**config.mk**
```make
export PLATFORM = sky130hd
export DESIGN_NAME = literal_find_replace_stream
export DESIGN_NICKNAME = d
export VERILOG_FILES = /design/src/sv/lfr_pkg.sv /design/src/sv/lfr_ctrl.sv /design/src/sv/lfr_dpath.sv /design/src/sv/literal_find_replace_stream.sv
export SDC_FILE = /design/constraint.sdc
export NUM_CORES = 1
export LEC_CHECK = 0
export ABC_AREA = 1
export BUFFER_PORTS_ARGS = -buffer_cell sky130_fd_sc_hd__buf_2
export CAP_MARGIN = 20
export CORE_MARGIN = 2
export CORE_UTILIZATION = 63
export CTS_BUF_LIST = sky130_fd_sc_hd__clkbuf_4 sky130_fd_sc_hd__clkbuf_8
export DETAILED_ROUTE_END_ITERATION = 8
export GPL_ROUTABILITY_DRIVEN = 0
export PLACE_DENSITY = 0.83
export SETUP_SLACK_MARGIN = 0.15
export SYNTH_ARGS = -nofsm -noshare
export SYNTH_HDL_FRONTEND = slang
export SYNTH_SLANG_ARGS = --single-unit
```
**constraint.sdc**
```tcl
create_clock -name i_clk -period 4.3 [get_ports i_clk]
set_clock_uncertainty 0.15 [all_clocks]
set_input_delay 1.075 -clock i_clk [delete_from_list [all_inputs] [get_ports i_clk]]
set_output_delay 1.075 -clock i_clk [all_outputs]
set_load 0.01 [all_outputs]
```
**src/sv/lfr_pkg.sv**
```systemverilog
// Shared types, codes and constants of the literal find-and-replace stream.
package lfr_pkg;

    localparam int PATTERN_MAX_DEF = 8;
    localparam int COUNT_WIDTH_DEF = 13;
    localparam int LEN_W           = 4;
    localparam int LIMIT_W         = 13;
    localparam int WORD_W          = 64;
    localparam int CFG_IDX_W       = 3;

    typedef logic [7:0] t_byte;

    typedef enum logic [CFG_IDX_W-1:0] {
        CFG_PATTERN_BYTES      = 3'd0,
        CFG_PATTERN_LENGTH     = 3'd1,
        CFG_REPLACEMENT_BYTES  = 3'd2,
        CFG_REPLACEMENT_LENGTH = 3'd3,
        CFG_LENGTH_LIMIT       = 3'd4
    } t_cfg_idx;

    typedef enum logic [1:0] {
        ST_OK    = 2'd0,
        ST_LIMIT = 2'd1,
        ST_EMPTY = 2'd2
    } t_status;

    localparam logic [LEN_W-1:0]   PATTERN_LENGTH_RST     = 4'd1;
    localparam logic [LEN_W-1:0]   REPLACEMENT_LENGTH_RST = 4'd0;
    localparam logic [LIMIT_W-1:0] LENGTH_LIMIT_RST       = 13'd1024;

    // Commands from the controller to the datapath.
    typedef struct packed {
        logic load;        // take the accepted input byte into the lookahead buffer
        logic pop;         // release the front byte of the buffer
        logic repl_start;  // drop the matched bytes and start the replacement
        logic repl_emit;   // release the next replacement byte
        logic term;        // send the terminal item and clear the string state
    } t_cmd;

    // Status from the datapath to the controller.
    typedef struct packed {
        logic slot_free;   // the output register can take an item this cycle
        logic count_zero;  // lookahead buffer is empty
        logic match;       // buffer holds the whole pattern
        logic need_pop;    // buffer front must be released before going on
        logic repl_done;   // every replacement byte has been released
    } t_sts;

endpackage

```
**src/sv/lfr_ctrl.sv**
```systemverilog
// Controller state machine that sequences the work for one input byte.
module lfr_ctrl
    import lfr_pkg::*;
(
    input  logic i_clk,
    input  logic i_rst_n,
    input  logic i_in_valid,
    input  logic i_in_last,
    output logic o_in_ready,
    input  t_sts i_sts,
    output t_cmd o_cmd
);

    typedef enum logic [2:0] {
        S_IDLE,
        S_EVAL,
        S_REPL,
        S_FLUSH,
        S_TERM
    } t_state;

    t_state r_state, n_state;
    logic   r_last, n_last;

    assign o_in_ready = (r_state == S_IDLE);

    always_comb begin
        n_state = r_state;
        n_last  = r_last;
        o_cmd   = '0;
        unique case (r_state)
            S_IDLE: begin
                if (i_in_valid) begin
                    o_cmd.load = 1'b1;
                    n_last     = i_in_last;
                    n_state    = S_EVAL;
                end
            end
            S_EVAL: begin
                priority if (i_sts.match) begin
                    o_cmd.repl_start = 1'b1;
                    n_state          = S_REPL;
                end else if (i_sts.need_pop) begin
                    o_cmd.pop = i_sts.slot_free;
                end else begin
                    n_state = r_last ? S_FLUSH : S_IDLE;
                end
            end
            S_REPL: begin
                if (i_sts.repl_done) begin
                    n_state = r_last ? S_FLUSH : S_IDLE;
                end else begin
                    o_cmd.repl_emit = i_sts.slot_free;
                end
            end
            S_FLUSH: begin
                if (i_sts.count_zero) begin
                    n_state = S_TERM;
                end else begin
                    o_cmd.pop = i_sts.slot_free;
                end
            end
            S_TERM: begin
                if (i_sts.slot_free) begin
                    o_cmd.term = 1'b1;
                    n_state    = S_IDLE;
                end
            end
            default: begin
                n_state = S_IDLE;
            end
        endcase
    end

    always_ff @(posedge i_clk) begin
        if (!i_rst_n) begin
            r_state <= S_IDLE;
            r_last  <= 1'b0;
        end else begin
            r_state <= n_state;
            r_last  <= n_last;
        end
    end

    // Nothing may be sent while the output register is still occupied.
    a_emit_needs_slot: assert property (@(posedge i_clk) disable iff (!i_rst_n)
        (o_cmd.pop || o_cmd.repl_emit || o_cmd.term) |-> i_sts.slot_free)
        else $error("emission commanded without a free output slot");

    // A string only ends once the lookahead buffer has been drained.
    a_term_after_flush: assert property (@(posedge i_clk) disable iff (!i_rst_n)
        o_cmd.term |-> i_sts.count_zero)
        else $error("terminal item sent with bytes still held");

    // A new byte is only taken after the previous one has been fully handled.
    a_load_idle: assert property (@(posedge i_clk) disable iff (!i_rst_n)
        o_cmd.load |=> (r_state == S_EVAL))
        else $error("byte taken without moving to evaluation");

endmodule

```
**src/sv/lfr_dpath.sv**
```systemverilog
// Datapath: configuration registers, lookahead buffer, counters and output register.
module lfr_dpath
    import lfr_pkg::*;
#(
    parameter int PATTERN_MAX = PATTERN_MAX_DEF,
    parameter int COUNT_WIDTH = COUNT_WIDTH_DEF
) (
    input  logic                 i_clk,
    input  logic                 i_rst_n,
    input  logic                 i_cfg_valid,
    input  logic [CFG_IDX_W-1:0] i_cfg_index,
    input  logic [WORD_W-1:0]    i_cfg_data,
    input  logic [7:0]           i_in_byte,
    input  logic                 i_out_ready,
    input  t_cmd                 i_cmd,
    output t_sts                 o_sts,
    output logic                 o_out_valid,
    output logic [7:0]           o_out_byte,
    output logic                 o_has_byte,
    output logic                 o_out_last,
    output logic [1:0]           o_status
);

    localparam int CNTW = $clog2(PATTERN_MAX + 1);
    localparam int IDXW = (PATTERN_MAX > 1) ? $clog2(PATTERN_MAX) : 1;
    localparam int CMPW = ((COUNT_WIDTH > LIMIT_W) ? COUNT_WIDTH : LIMIT_W) + 1;

    // Configuration registers.
    logic [WORD_W-1:0]  r_pattern_bytes;
    logic [LEN_W-1:0]   r_pattern_length;
    logic [WORD_W-1:0]  r_replacement_bytes;
    logic [LEN_W-1:0]   r_replacement_length;
    logic [LIMIT_W-1:0] r_length_limit;

    // String state.
    t_byte                  r_buf [PATTERN_MAX];
    logic [CNTW-1:0]        r_count;
    logic [CNTW-1:0]        r_repl_cnt;
    logic [COUNT_WIDTH-1:0] r_input_count;
    logic [COUNT_WIDTH-1:0] r_output_count;
    logic                   r_limit_hit;

    // Output register.
    logic       r_out_valid;
    t_byte      r_out_byte;
    logic       r_has_byte;
    logic       r_out_last;
    t_status    r_status;

    t_byte                  pat [PATTERN_MAX];
    t_byte                  rep [PATTERN_MAX];
    logic [CNTW-1:0]        plen;
    logic [CNTW-1:0]        rlen;
    logic [PATTERN_MAX-1:0] eq;
    logic [PATTERN_MAX-1:0] mask;
    logic                   prefix_ok;
    logic                   plen_zero;
    logic                   count_zero;
    logic                   emit_ok;
    logic                   byte_emit;
    logic                   taken;
    logic [COUNT_WIDTH-1:0] n_input_count;
    t_byte                  emit_byte;
    t_status                term_status;

    always_comb begin
        for (int i = 0; i < PATTERN_MAX; i++) begin
            pat[i]  = r_pattern_bytes[8*i +: 8];
            rep[i]  = r_replacement_bytes[8*i +: 8];
            eq[i]   = (r_buf[i] == pat[i]);
            mask[i] = (CNTW'(i) < r_count);
        end
    end

    // Lengths above the buffer size behave as the buffer size.
    assign plen = (r_pattern_length > LEN_W'(PATTERN_MAX)) ? CNTW'(PATTERN_MAX)
                                                           : r_pattern_length[CNTW-1:0];
    assign rlen = (r_replacement_length > LEN_W'(PATTERN_MAX)) ? CNTW'(PATTERN_MAX)
                                                               : r_replacement_length[CNTW-1:0];

    assign prefix_ok  = &(eq | ~mask);
    assign plen_zero  = (plen == '0);
    assign count_zero = (r_count == '0);

    assign taken = r_out_valid && i_out_ready;

    assign o_sts.slot_free  = !r_out_valid || i_out_ready;
    assign o_sts.count_zero = count_zero;
    assign o_sts.match      = !plen_zero && (r_count == plen) && prefix_ok;
    // With an empty pattern every held byte goes out; otherwise bytes are released
    // until what is left is a proper prefix of the pattern.
    assign o_sts.need_pop   = plen_zero ? !count_zero
                                        : (!count_zero && ((r_count >= plen) || !prefix_ok));
    assign o_sts.repl_done  = (r_repl_cnt == rlen);

    // A byte goes out only while the output length stays below the limit.
    assign emit_ok   = (CMPW'(r_output_count) + CMPW'(1)) < CMPW'(r_length_limit);
    assign byte_emit = i_cmd.pop || i_cmd.repl_emit;
    assign emit_byte = i_cmd.pop ? r_buf[0] : rep[r_repl_cnt[IDXW-1:0]];

    assign n_input_count = (r_input_count != '1) ? r_input_count + COUNT_WIDTH'(1)
                                                 : r_input_count;

    assign term_status = r_limit_hit ? ST_LIMIT
                       : ((r_pattern_length == '0) ? ST_EMPTY : ST_OK);

    always_ff @(posedge i_clk) begin
        if (!i_rst_n) begin
            r_pattern_bytes      <= '0;
            r_pattern_length     <= PATTERN_LENGTH_RST;
            r_replacement_bytes  <= '0;
            r_replacement_length <= REPLACEMENT_LENGTH_RST;
            r_length_limit       <= LENGTH_LIMIT_RST;
        end else if (i_cfg_valid) begin
            unique case (i_cfg_index)
                CFG_PATTERN_BYTES:      r_pattern_bytes      <= i_cfg_data;
                CFG_PATTERN_LENGTH:     r_pattern_length     <= i_cfg_data[LEN_W-1:0];
                CFG_REPLACEMENT_BYTES:  r_replacement_bytes  <= i_cfg_data;
                CFG_REPLACEMENT_LENGTH: r_replacement_length <= i_cfg_data[LEN_W-1:0];
                CFG_LENGTH_LIMIT:       r_length_limit       <= i_cfg_data[LIMIT_W-1:0];
                default: begin
                end
            endcase
        end
    end

    // Lookahead buffer: append at the fill level, shift towards the front on release.
    always_ff @(posedge i_clk) begin
        if (i_cmd.load) begin
            for (int i = 0; i < PATTERN_MAX; i++) begin
                if (IDXW'(i) == r_count[IDXW-1:0]) begin
                    r_buf[i] <= i_in_byte;
                end
            end
        end else if (i_cmd.pop) begin
            for (int i = 0; i < PATTERN_MAX - 1; i++) begin
                r_buf[i] <= r_buf[i+1];
            end
        end
    end

    always_ff @(posedge i_clk) begin
        if (!i_rst_n) begin
            r_count        <= '0;
            r_repl_cnt     <= '0;
            r_input_count  <= '0;
            r_output_count <= '0;
            r_limit_hit    <= 1'b0;
        end else begin
            if (i_cmd.term) begin
                r_count        <= '0;
                r_input_count  <= '0;
                r_output_count <= '0;
                r_limit_hit    <= 1'b0;
            end else begin
                if (i_cmd.load) begin
                    r_count       <= r_count + CNTW'(1);
                    r_input_count <= n_input_count;
                    if (CMPW'(n_input_count) >= CMPW'(r_length_limit)) begin
                        r_limit_hit <= 1'b1;
                    end
                end
                if (i_cmd.pop) begin
                    r_count <= r_count - CNTW'(1);
                end
                if (i_cmd.repl_start) begin
                    r_count    <= '0;
                    r_repl_cnt <= '0;
                end
                if (i_cmd.repl_emit) begin
                    r_repl_cnt <= r_repl_cnt + CNTW'(1);
                end
                if (byte_emit) begin
                    if (emit_ok) begin
                        if (r_output_count != '1) begin
                            r_output_count <= r_output_count + COUNT_WIDTH'(1);
                        end
                    end else begin
                        r_limit_hit <= 1'b1;
                    end
                end
            end
        end
    end

    always_ff @(posedge i_clk) begin
        if (!i_rst_n) begin
            r_out_valid <= 1'b0;
        end else if (i_cmd.term || (byte_emit && emit_ok)) begin
            r_out_valid <= 1'b1;
        end else if (taken) begin
            r_out_valid <= 1'b0;
        end
    end

    always_ff @(posedge i_clk) begin
        if (i_cmd.term) begin
            r_out_byte <= '0;
            r_has_byte <= 1'b0;
            r_out_last <= 1'b1;
            r_status   <= term_status;
        end else if (byte_emit && emit_ok) begin
            r_out_byte <= emit_byte;
            r_has_byte <= 1'b1;
            r_out_last <= 1'b0;
            r_status   <= ST_OK;
        end
    end

    assign o_out_valid = r_out_valid;
    assign o_out_byte  = r_out_byte;
    assign o_has_byte  = r_has_byte;
    assign o_out_last  = r_out_last;
    assign o_status    = r_status;

    // The buffer never holds more bytes than it has places.
    a_count_bound: assert property (@(posedge i_clk) disable iff (!i_rst_n)
        r_count <= CNTW'(PATTERN_MAX))
        else $error("lookahead fill level beyond buffer depth");

    // A waiting transaction in the output register is never overwritten.
    a_no_overwrite: assert property (@(posedge i_clk) disable iff (!i_rst_n)
        (r_out_valid && !i_out_ready) |=> ($stable(r_out_byte) && $stable(r_out_last)))
        else $error("output register overwritten while stalled");

    // The terminal transaction leaves the string state cleared.
    a_term_clears: assert property (@(posedge i_clk) disable iff (!i_rst_n)
        i_cmd.term |=> (r_count == '0 && r_output_count == '0 && !r_limit_hit))
        else $error("string state not cleared after terminal item");

endmodule

```
**src/sv/literal_find_replace_stream.sv**
```systemverilog
// Streaming literal find-and-replace: top level joining controller and datapath.
// Bytes of a string are taken one transaction at a time and every leftmost,
// non-overlapping occurrence of the configured pattern is replaced; up to
// pattern_length-1 bytes wait in a lookahead buffer until they either complete
// a match or are released. A byte is accepted only when the previous one has
// been fully handled: a byte that completes no match is evaluated and then
// releases bytes from the buffer one at a time, and a byte that completes a
// match drops the matched bytes and then sends each replacement byte. The
// controller sends one output transaction a cycle through a single output
// register while that register is free. The final byte of a string also
// releases every held byte and then sends the terminal transaction, which
// carries the status (0 ok, 1 length limit reached, 2 empty pattern).
// Configuration writes are taken in any cycle and must only be made while no
// string is in progress.
module literal_find_replace_stream
    import lfr_pkg::*;
#(
    parameter int PATTERN_MAX = PATTERN_MAX_DEF,
    parameter int COUNT_WIDTH = COUNT_WIDTH_DEF
) (
    input  logic                 i_clk,
    input  logic                 i_rst_n,
    input  logic                 i_cfg_valid,
    output logic                 o_cfg_ready,
    input  logic [CFG_IDX_W-1:0] i_cfg_index,
    input  logic [WORD_W-1:0]    i_cfg_data,
    input  logic                 i_in_valid,
    output logic                 o_in_ready,
    input  logic [7:0]           i_in_byte,
    input  logic                 i_in_last,
    output logic                 o_out_valid,
    input  logic                 i_out_ready,
    output logic [7:0]           o_out_byte,
    output logic                 o_has_byte,
    output logic                 o_out_last,
    output logic [1:0]           o_status
);

    t_cmd cmd;
    t_sts sts;

    assign o_cfg_ready = 1'b1;

    lfr_ctrl u_ctrl (
        .i_clk      (i_clk),
        .i_rst_n    (i_rst_n),
        .i_in_valid (i_in_valid),
        .i_in_last  (i_in_last),
        .o_in_ready (o_in_ready),
        .i_sts      (sts),
        .o_cmd      (cmd)
    );

    lfr_dpath #(
        .PATTERN_MAX (PATTERN_MAX),
        .COUNT_WIDTH (COUNT_WIDTH)
    ) u_dpath (
        .i_clk       (i_clk),
        .i_rst_n     (i_rst_n),
        .i_cfg_valid (i_cfg_valid),
        .i_cfg_index (i_cfg_index),
        .i_cfg_data  (i_cfg_data),
        .i_in_byte   (i_in_byte),
        .i_out_ready (i_out_ready),
        .i_cmd       (cmd),
        .o_sts       (sts),
        .o_out_valid (o_out_valid),
        .o_out_byte  (o_out_byte),
        .o_has_byte  (o_has_byte),
        .o_out_last  (o_out_last),
        .o_status    (o_status)
    );

endmodule

```
==> flow_summary.ini, run 1 <==
[timing]
tns_ps = 0
min_period_ps = 3680
slew_headroom_pct = 48.2
worstMarginPinSlew_ps = 772
period_share_pct = 85.7
maxSlewViolCount = 0
setup_viol = 0
finalHoldViolCount = 0
rsz0062_at_grt = false
max_freq_ghz = 0.272

[global_routing]
overflow = 0
grt_use_total_pct = 33.1
grt_pass1_wl_um = 57300
grt_max_degree = 100
grt_pass1_vias = 11300
antenna_found_initial = 0

[worst_setup_path]
slowest_delay_ps = 510
cpMostUsedCell = nand2_1
arrival_ps = 3990
critical_path.top_delay_family = simple AND/OR/NAND/NOR gates
start_kind = register
reg2regPathDepth = 18
required_ps = 4600
path_buf_inv = 2
reg2reg_slack_ps = 620
regToRegStartpoint = u_dpath.r_output_count[0]
startpoint = u_dpath.r_output_count[0]
worstReg2RegEnd = u_dpath.o_out_valid
critical_path_peak_fanout = 17
cp-end-kind = register
critPathSlowestCell = nor4_1
path_depth = 18
path_cells = ha_1 -> nand3_1 -> nor2_1 -> nand2_1 -> nor3_2 -> nand3_1 -> nor2_1 -> nand3_2 -> nand2_1 -> inv_1 -> ha_1 -> nand2_1 -> nor4_1 -> nor2_4 -> nand2_4 -> nand2_1 -> o21ai_0 -> inv_1
path_class = register to register

[clock_tree]
numCtsBuffers = 44
postCtsSetupBuffers = 0
clockBufferDepth = 3
postCtsHoldBufs = 0
cts_sinks = 265
tritoncts = built
post_cts_resized = 0
clk_pin_slew_ps = 70
htree_levels = 2
cts_root_buf = clkbuf_8
clock_latency_ps = 560

[die]
core.rowCount = 52
core_um2 = 20300
fp.dieH_um = 148
io_pins = 96
chipWidth_um = 148
dieArea_um2 = 21900
start_util_pct = 64.2

[logic_synthesis]
synth_top_area_cell = dfxtp_1
synthDistinctLibCells = 49
synth_cells = 1732
ys_ff_latch = 265
synth-edff-count = 66
syn_area_per_cell_um2 = 7.53
ys.warnings.count = 0
synth_top_area_share_pct = 30.6
yosysSeqAreaShare_pct = 45.7
async_reset_ff_share_pct = 0
syn-num-nets = 1852
synthFlopType = dfxtp_1
syn_area_um2 = 13000
synthTopCellsByArea = dfxtp_1 (31%), edfxtp_1 (15%), o21ai_0 (9.7%), nor2_1 (8.8%), nand2_1 (8.5%)

[power]
leakage_uw = 0.00650
peakVddDrop_mv = 0.239
p_comb_share_pct = 24.3
powerDensity_nw_per_um2 = 484
internal_power_uw = 4760
p_seq_share_pct = 43.3
swShare_pct = 32.8
p_clk_share_pct = 32.4
switchingPower_uw = 2320

[final_layout]
fin_util_pct = 72.0
diodes = 0
drive_gt1_share_pct = 12.1
syn_to_final_growth_pct = 12.1
nets = 1931

[route]
drt_iter0_markers = 1068
wirelength_um = 36500
via_per_inst = 5.74
wire_per_inst_um = 17.2
firstDrtPassIters = 5
vias = 12200
ant_nets = 0
drc_errors = 0

[worst_hold_path]
whs_path_depth = 2
hold_path_end = u_dpath.o_out_last
min_path_type = register to register
worstHoldStart = u_dpath.o_out_last

[placement]
portBuffers = 94
dp_hpwl_um = 25800

[run_status]
status = completed

[job]
max_cap_violations = 0
per-layer routing:
| layer | up-vias | share of wire, % | GRT usage, % | wire length (um) |
|---|---|---|---|---|
| met5 | - | 0 | 0 | 0 |
| li1 | 5824 | - | - | - |
| met2 | 605 | 46 | 54.5 | 16900 |
| met4 | 0 | 5.3 | 16.7 | 1940 |
| met3 | 137 | 9.0 | 5.80 | 3290 |
| met1 | 5587 | 39 | 42.0 | 14400 |
worst register-to-register path, stage by stage, from the launching register on:
cell	delay (ps)
dfxtp_1	410
ha_1	210
nand3_1	120
nor2_1	100
nand2_1	90
nor3_2	180
nand3_1	150
nor2_1	170
nand3_2	210
nand2_1	120
inv_1	40
ha_1	260
nand2_1	80
nor4_1	510
nor2_4	220
nand2_4	200
nand2_1	130
o21ai_0	180
inv_1	50
worst max-delay path by stage:
stage / endpoint / slack (ps)
after floorplan: u_dpath.r_buf[0][0] / 1100
after global placement: u_dpath.o_out_valid / 860
after detailed placement: u_dpath.o_out_valid / 670
after CTS: u_dpath.o_out_valid / 640
after global routing: u_dpath.r_output_count[11] / 290
final: u_dpath.o_out_valid / 620
final cells by class:
type / instances / area, um2
Multi-Input combinational cell: 1209 / 6060
Sequential cell: 265 / 5970
Fill cell: 1645 / 5680
Clock buffer: 69 / 856
Timing Repair Buffer: 117 / 671
Inverter: 174 / 653
Tap cell: 270 / 338
Clock inverter: 13 / 72.6
registers in the layout, indices dropped and copies added (netlist names), 2 cells and up:
| name | cells |
|---|---|
| u_ctrl.r_state | 3 |
| u_dpath.o_out_byte | 8 |
| u_dpath.o_status | 2 |
| u_dpath.r_buf | 64 |
| u_dpath.r_count | 4 |
| u_dpath.r_input_count | 13 |
| u_dpath.r_length_limit | 13 |
| u_dpath.r_output_count | 13 |
| u_dpath.r_pattern_bytes | 64 |
| u_dpath.r_pattern_length | 4 |
| u_dpath.r_repl_cnt | 4 |
| u_dpath.r_replacement_bytes | 64 |
| u_dpath.r_replacement_length | 4 |
synthesized netlist by cell type, types with 3 or more instances:
library cell	count
o21bai_1	3
o22ai_1	8
nor3_1	17
a31oi_1	3
o21ai_1	26
ha_1	39
inv_2	6
nor2_1	304
o21ai_0	253
nand2_4	3
xor2_1	19
buf_1	3
edfxtp_1	66
a21oi_1	102
nand4_1	17
buf_6	5
nand3_2	3
nand2_1	296
inv_1	165
clkinv_1	3
xnor2_1	46
nand3_1	35
dfxtp_1	199
o211ai_1	3
clkbuf_1	66
buf_2	9
nor2_2	3
cell families after synthesis:
kind of cell / count (synthesis) / share of synthesized area (%)
flip-flops: 265 / 45.7
AO/OA/AOI/OAI: 413 / 16.5
adder cells (fa/ha/maj): 39 / 3.74
XOR/XNOR: 65 / 4.37
other: 1 / 0.0288
AND/OR/NAND/NOR: 691 / 21.8
buffers and inverters: 258 / 7.83
cells in the final DEF, fill, tap and decap left out, types with 6 or more instances in the layout:
master    Yosys  layout
nor2_1      304     303
nand2_1     296     296
o21ai_0     253     253
dfxtp_1     199     199
inv_1       165     165
a21oi_1     102     102
buf_2         9      93
edfxtp_1     66      66
clkbuf_8      0      54
xnor2_1      46      46
ha_1         39      39
nand3_1      35      35
o21ai_1      26      26
buf_4         1      22
xor2_1       19      19
nand4_1      17      17
nor3_1       17      16
clkbuf_4      0      15
o22ai_1       8       8
clkinv_1      3       7
inv_2         6       6
clkinv_2      0       6
power by group through the flow:
stage	clock (uW)	sequential [uW]	combinational, uW
global route	2430	3090	1910
finish	2300	3070	1720
detailed placement	0	3110	1680
CTS	2320	3060	1700
global placement	0	3100	1620
floorplan	0	3080	1190
per-stage QoR:
| step | power (uW) | instances | instance area, um2 | hold WS (ps) | setup WS (ps) |
|---|---|---|---|---|---|
| after floorplan | 4270 | 1732 | 13000 | 274 | 1100 |
| after global placement | 4720 | 2035 | 13700 | 284 | 856 |
| after detailed placement | 4790 | 2035 | 13700 | 285 | 666 |
| after CTS | 7070 | 2117 | 14600 | 300 | 636 |
| after global routing | 7430 | 2117 | 14600 | 318 | 295 |
| final | 7080 | 2117 | 14600 | 294 | 617 |
(Power assumes the default switching activity.)
==> run 2, diff against run 1 <==
clock period = 4 ns   (was 4.3 ns; I/O delays follow)
==> run 2 against run 1 <==
Register-to-register slack lost 250 ps. Cell count is 0.28% higher. Fmax rose by 1.4%. First-iteration DRC count grew 29%. Power increased by 9.0%. Sequential power up 7.2%. Largest cell class unchanged. Clock-buffer cell count increased by 8. Largest power group unchanged. Global-route usage barely moved. Sequential share of layout area fell by 0.31 points.
==> flow_summary.ini, run 2 (synthesis results as in run 1) <==
[placement]
dp.cells = 2037
portBuffers = 94
dp_hpwl_um = 25300

[timing]
rsz0062_at_grt = false
min_period_ps = 3630
finalHoldViolCount = 0
maxSlewViolCount = 0
worstMarginPinSlew_ps = 758
max_freq_ghz = 0.275
tns_ps = 0
period_share_pct = 90.8
setup_viol = 0
slew_headroom_pct = 49.1

[worst_hold_path]
hold_path_end = u_dpath.r_replacement_bytes[36]
min_path_type = register to register
whs_path_depth = 2
worstHoldStart = u_dpath.r_replacement_bytes[36]

[route]
ant_nets = 0
vias = 12100
drc_errors = 0
via_per_inst = 5.69
wirelength_um = 36500
drt_iter0_markers = 1377
wire_per_inst_um = 17.2
firstDrtPassIters = 6

[run_status]
status = completed

[die]
start_util_pct = 64.2
chipWidth_um = 148
io_pins = 96
core.rowCount = 52
dieArea_um2 = 21900
fp.dieH_um = 148
core_um2 = 20300

[power]
p_clk_share_pct = 33.2
leakage_uw = 0.00656
p_comb_share_pct = 24.1
swShare_pct = 32.3
peakVddDrop_mv = 0.300
internal_power_uw = 5220
powerDensity_nw_per_um2 = 524
p_seq_share_pct = 42.7
switchingPower_uw = 2500

[global_routing]
grt_pass1_wl_um = 56900
overflow = 0
antenna_found_initial = 0
grt_max_degree = 156
grt_use_total_pct = 33.1
grt_pass1_vias = 11200

[worst_setup_path]
cp-end-kind = register
start_kind = register
path_class = register to register
reg2regPathDepth = 14
startpoint = u_dpath.r_pattern_length[0]
arrival_ps = 3760
regToRegStartpoint = u_dpath.r_pattern_length[0]
required_ps = 4130
reg2reg_slack_ps = 370
worstReg2RegEnd = u_dpath.r_buf[0][16]
critical_path_peak_fanout = 37

[clock_tree]
clockBufferDepth = 3
tritoncts = built
cts_sinks = 265
postCtsHoldBufs = 0
htree_levels = 2
clock_latency_ps = 570
numCtsBuffers = 44
clk_pin_slew_ps = 70
cts_root_buf = clkbuf_8

[final_layout]
final_cell_mix = nor2_1 (303), nand2_1 (296), o21ai_0 (252)
drive_gt1_share_pct = 12.5
fin_cells = 2123
n_fill_cell = 1604
top_regs = u_dpath.r_buf: 64 flops, u_dpath.r_pattern_bytes: 64 flops, u_dpath.r_replacement_bytes: 64 flops
final_common_cell = nor2_1
syn_to_final_growth_pct = 13.0
nets = 1937
diodes = 0

[job]
max_cap_violations = 0
-- run 2: worst max-delay path by stage --
stage	endpoint	slack [ps]	depth (start not counted)
after global routing	u_dpath.o_out_valid	110	20
after floorplan	u_dpath.r_buf[0][0]	880	8
after CTS	u_dpath.o_status[1]	410	17
after detailed placement	u_dpath.o_status[0]	420	17
final	u_dpath.r_buf[0][16]	370	14
after global placement	u_dpath.o_out_valid	540	18
-- run 2: power groups by stage --
stage                     clock network [uW]  registers (uW)  logic, uW
after floorplan                            0            3310       1280
after global placement                     0            3330       1730
after detailed placement                   0            3340       1790
after CTS                               2570            3290       1810
after global routing                    2700            3320       2080
final                                   2560            3290       1860
-- run 2: cell type report --
| class | instances | area [um2] | share of cell area, % |
|---|---|---|---|
| inverter | 174 | 653 | 4.43 |
| multi-input combinational | 1209 | 6070 | 41.2 |
| sequential | 265 | 5970 | 40.5 |
| timing repair buffer | 123 | 741 | 5.03 |
| clock buffer | 77 | 928 | 6.30 |
| clock inverter | 5 | 36.3 | 0.246 |
| tap | 270 | 338 | 2.29 |
-- run 2: per-stage QoR --
stage               util [%]  worst slack [ps]  hold WS, ps  instance area [um2]  power [uW]
finish                  72.6               368          304                14700        7710
global route            72.6               112          316                14700        8100
CTS                     72.3               408          304                14700        7670
detailed placement      67.6               420          293                13700        5130
global placement        67.6               538          280                13700        5060
floorplan                  -               877          274                13000        4590
-- run 2: critical path, stage by stage, from the launching register on --
cell and delay (ps):
dfxtp_1 320, nor2_1 120, nand2_1 90, a21boi_0 270, ha_1 190, nand4_1 140
or2_2 320, nand3b_1 210, nand3_2 120, nand2_4 150, nand2_8 250, nand3_4 310
buf_4 300, o21ai_0 160, buf_4 190
-- run 2: layer usage --
layer | wire length [um] | track usage, % | up-vias
li1 | - | - | 5808
met1 | 14100 | 41.8 | 5529
met2 | 16700 | 54.1 | 606
met3 | 3530 | 5.71 | 142
met4 | 2250 | 18.4 | 0
met5 | 0 | 0 | -
-- run 2: repair_timing --
| item | 4_1_cts | 5_1_grt |
|---|---|---|
| buffers inserted | 0 | 4 |
| endpoints found under the setup margin | 0 | 17 |
| resized for setup | 0 | 2 |
